==> src/rtl/hdt_ram.sv <==
module hdt_ram #(
  parameter int WIDTH = 8,
  parameter int DEPTH = 256
) (
  input  logic                     clk_i,
  input  logic                     wr_en_i,
  input  logic [$clog2(DEPTH)-1:0] wr_addr_i,
  input  logic [WIDTH-1:0]         wr_data_i,
  input  logic                     rd_en_i,
  input  logic [$clog2(DEPTH)-1:0] rd_addr_i,
  output logic [WIDTH-1:0]         rd_data_o
);

  logic [WIDTH-1:0] mem_q [DEPTH];

  always_ff @(posedge clk_i) begin
    if (wr_en_i) begin
      mem_q[wr_addr_i] <= wr_data_i;
    end
    if (rd_en_i) begin
      rd_data_o <= mem_q[rd_addr_i];
    end
  end

endmodule

==> config.mk <==
export PLATFORM = sky130hd
export DESIGN_NAME = hdt_ram
export DESIGN_NICKNAME = d
export VERILOG_FILES = /design/src/rtl/hdt_ram.sv
export SDC_FILE = /design/constraint.sdc
export NUM_CORES = 2
export LEC_CHECK = 0
export ABC_CLOCK_PERIOD_IN_PS = 4350
export BUFFER_PORTS_ARGS = -buffer_cell sky130_fd_sc_hd__buf_2
export CORE_ASPECT_RATIO = 1.2
export CORE_MARGIN = 2
export CORE_UTILIZATION = 35
export CTS_BUF_LIST = sky130_fd_sc_hd__clkbuf_4 sky130_fd_sc_hd__clkbuf_8
export DETAILED_ROUTE_END_ITERATION = 8
export PLACE_DENSITY = 0.49
export SYNTH_ARGS = -nofsm -noshare
export SYNTH_HDL_FRONTEND = slang
export SYNTH_SLANG_ARGS = --single-unit
==> constraint.sdc <==
create_clock -name clk_i -period 4.35 [get_ports clk_i]
set_clock_uncertainty 0.1 [all_clocks]
set_input_delay 0.6525 -clock clk_i [delete_from_list [all_inputs] [get_ports clk_i]]
set_output_delay 0.6525 -clock clk_i [all_outputs]
set_load 0.05 [all_outputs]
==> results.txt <==
----------------------------------------------------
[Routing]
  Iter 0 DRT Violations ... around 3800
  Average wire length per cell after detail routing ... 30.24 um
  Vias post-DR ... 39577
  Top Metal Used ... met4
  Detailed-route DRC error count ... 0
  Total wire length after detailed routing ... around 220000 um
  DR WL met3 ... 11130 um
  Post-route met1 wirelength ... 91270 um
  First-pass iteration count of the detailed router ... 5
  Met2 Routed Length ... 113600 um
  Via-to-Cell Ratio ... between 5 and 6
  Post-route ant nets ... 0

[CTS]
  CTS Buf Count ... 345
  Sink Count ... 2056
  Clock tree from TritonCTS ... yes
  Clk_lat worst skew ... 1.07 ns
  Clock root buffer master ... clkbuf_8
  Deepest clock path buffer count ... 4
  H-tree level count ... 5
  Clock Pin Slew Worst Setup and Hold Paths ... 0.06 ns

[Synth]
  Library cells used by synthesis ... 54
  Library cell with the largest summed area after synthesis ... edfxtp_1
  Share of the yosys chip area belonging to registers ... 0.7753
  Post-synthesis net count ... approximately 3800
  Total of flip-flops plus latches after synthesis ... slightly above 2000
  Top cell type's share of synthesized area ... 0.7753
  Asr flop ratio synth ... 0
  Mean Syn Cell Area ... 21.33 sq um
  Most frequently used flop master after synthesis ... edfxtp_1
  Mapped Area ... 0.07964 sq mm
  Number of cells produced by synthesis ... 3733
  EDFF count, synth ... between 2000 and 2500
  Number of warnings reported in the yosys synthesis log ... 0
  Top post-synthesis cells by area ... edfxtp_1 (78%), mux4_2 (13%), mux2i_1 (1.7%), nor2_1 (1.3%), a22oi_1 (1.3%)

[Power and ir drop]
  Power density relative to cell area ... 442.7 mW/mm^2
  Combinational group share of total power ... 0.053
  Maximum resistive drop on vdd ... 0.0003342 V
  Final total power ... 40290 uW
  Register share of total power ... 0.543
  Static Leakage ... 0.02826 uW
  Cell Int Power ... approximately 31000 uW
  Switching power share of the total ... 0.2237
  Clock Power Share ... 0.404
  Net switching power figure ... 9012 uW

[Setup path]
  Most prevalent standard cell on the critical path ... buf_4
  Critical path's largest stage delay ... 0.77 ns
  Data required time at the worst endpoint ... about 5 ns
  Max Fanout on Critical Path ... 48
  Nature of the critical path endpoint ... register
  Worst EP arrival ... just over 4 ns
  Standard cell with the maximum stage delay on the critical path ... a21oi_1
  Critical Path, Cell by Cell ... buf_8 > buf_12 > buf_4 > and2_1 > a22oi_1 > a21oi_1 > nor3_1 > buf_4 > nor4_1
  Worst setup slack for register-to-register paths ... 1.30 ns
  Cell count of the worst reg-to-reg path ... 6
  Worst Setup Path Type ... input port to register
  Startpoint Class ... input port

[Timing]
  Slew at the pin closest to its max-slew limit ... between 1 and 1.5 ns
  Final critical-path setup slack ... 1.048 ns
  Hold_ws ... roughly 0.060 ns
  Clock period minus final worst setup slack ... 3.302 ns
  # setup viols final ... 0
  Final Hold Viols ... 0
  FMAX ... roughly 300 MHz
  RSZ-0062 raised after global routing ... false
  Worst-case headroom to the max-slew limit ... 0.1870
  Final clock period utilization by the worst path ... 0.7590
  Number of max-slew violations in the final report ... 0

[Placement]
  Final Wtd Congestion ... 0.8486
  Detailed placer's ending HPWL ... about 140000 um
  Placed instance area ... 0.08459 sq mm
  Setup WS pre-CTS ... -0.04270 ns
  Count of input and output buffers ... 34

[Floorplan]
  Die Y-Extent ... 526.5 um
  Starting Density ... 0.3526
  Die extent in x ... 439.4 um
  Cell row count ... roughly 190
  Floorplan die area ... 0.2314 sq mm
  I/O pin cnt ... 35
  Core area ... 0.2258 sq mm

[Min path]
  Worst hold path depth ... 1
  Class of the tightest hold or removal check ... input port to register

[Global routing]
  Wire length of the first global-routing pass ... ~320000 um
  Maximum number of pins on one net before global-route repair ... 137
  Via count of the first global-routing pass ... 41286
  Initial antenna violation count ... 10
  Overflow left after global routing ... 0
  Overall global routing resource usage ... 0.1925

[Status]
  Outcome ... finished, final reports clean

[Final layout]
  Filler cell count in the final layout ... 20100
  Final net count ... approximately 4200
  Post-route standard cell area excluding fillers ... 0.09100 sq mm
  Post-synthesis to final-layout area growth ... 14.28%
  Fraction of layout instances using a drive strength above 1 ... 0.2919

[Flow run]
  Reported max-cap violation count ... 0

----------------------------------------------------
[worst paths after layout]
| check | startpoint | end |
|---|---|---|
| worst max-delay path | rd_addr_i[1] | rd_data_o[7] |
| worst min-delay path | wr_data_i[2] | mem_q[7][2] |
| worst max register to register | mem_q[27][5] | rd_data_o[5] |
| worst min register to register | mem_q[55][2] | rd_data_o[2] |
[per-stage QoR]
stage | TNS [ns] | cells | util
floorplan | 0 | 3733 | -
global placement | -0.02770 | 6778 | 0.3746
detailed placement | -0.05649 | 6778 | 0.3746
CTS | 0 | 7366 | 0.4029
global route | 0 | 7370 | 0.4029
finish | 0 | 7376 | 0.4030
[metal layers]
| layer | vias to the layer above | GRT usage |
|---|---|---|
| li1 | 16552 | - |
| met1 | 21423 | 0.2506 |
| met2 | 1247 | 0.3254 |
| met3 | 355 | 0.03019 |
| met4 | 0 | 0.06905 |
| met5 | - | 0 |
[placed cells by master, fill, tap and decap left out, types with 5 or more instances in the layout]
cell and count:
mux2i_1 134, nand4_1 10, dlygate4sd3_1 6, clkinv_2 28, nand3_1 26, a22oi_1 133, diode_2 10, a22o_1 8
nand2_1 33, a21oi_1 96, edfxtp_1 2056, buf_8 10, a221oi_1 13, o22a_1 5, and2_1 6, clkbuf_8 352
clkbuf_4 116, buf_2 22, o221ai_1 46, buf_4 223, o21ai_0 10, nand2b_1 8, o211ai_1 10, nor4_1 24
nor2b_1 28, o22ai_1 28, nor2_1 279, mux4_2 454, nand3_2 8, a211oi_1 16, clkinv_1 75, buf_12 32
nor3_1 22
[flip-flops by register name, indices dropped and copies added, names as in the netlist]
| register | cells |
|---|---|
| rd_data_o | 8 |
| mem_q | 2048 |
[layout make-up]
cell class	count	area [sq um]	share of cell area
sequential	2056	61740	0.6784
multi-input combinational	1442	16530	0.1816
clock buffer	468	5715	0.06280
tap	2991	3742	0.04112
timing repair buffer	293	2635	0.02895
clock inverter	114	609.3	0.006696
antenna	10	25.02	0.0002750
inverter	2	7.507	0.00008249
[timing repair]
action / 4_1_cts / 5_1_grt
buffers inserted: 0 / 0
hold buffers: 6 / 0
gates resized for setup: 0 / 0
endpoints found under the hold margin: 172 / 0
[power groups by stage]
stage          Sequential [uW]  Combinational (uW)  Clock (uW)
6_report                 21900                2140       16300
5_1_grt                  21900                2260       17500
3_5_place_dp             22300                2170           0
3_3_place_gp             22300                2160           0
4_1_cts                  21900                2180       16700
2_1_floorplan            22300                1060           0
[logic make-up (layout without fill, tap and decap cells)]
logic type / count (synthesis) / in the layout / synth area share
AOI/OAI and AO/OA: 385 / 385 / 0.03416
buffers and inverters: 235 / 877 / 0.01829
DFF: 2056 / 2056 / 0.7753
muxes: 591 / 591 / 0.1460
other: 0 / 10 / 0
and+or+nand+nor: 466 / 466 / 0.02625
[critical path, delay by kind of cell]
family                 cells  cell delay (ns)
AOI/OAI and AO/OA          2             0.95
buffers and inverters      4             1.22
and+or+nand+nor            3             1.10
[Yosys cell counts, types with 13 or more instances]
cell	number
a211oi_1	16
a21oi_1	96
a221oi_1	13
a22oi_1	133
buf_1	22
buf_2	31
buf_4	27
buf_6	21
buf_8	13
clkbuf_1	111
edfxtp_1	2056
mux2i_1	134
mux4_2	454
nand2_1	33
nand3_1	34
nor2_1	282
nor2b_1	31
nor3_1	22
nor4_1	24
o221ai_1	46
o22ai_1	28
Note: power is estimated with default switching activity, not from simulation.
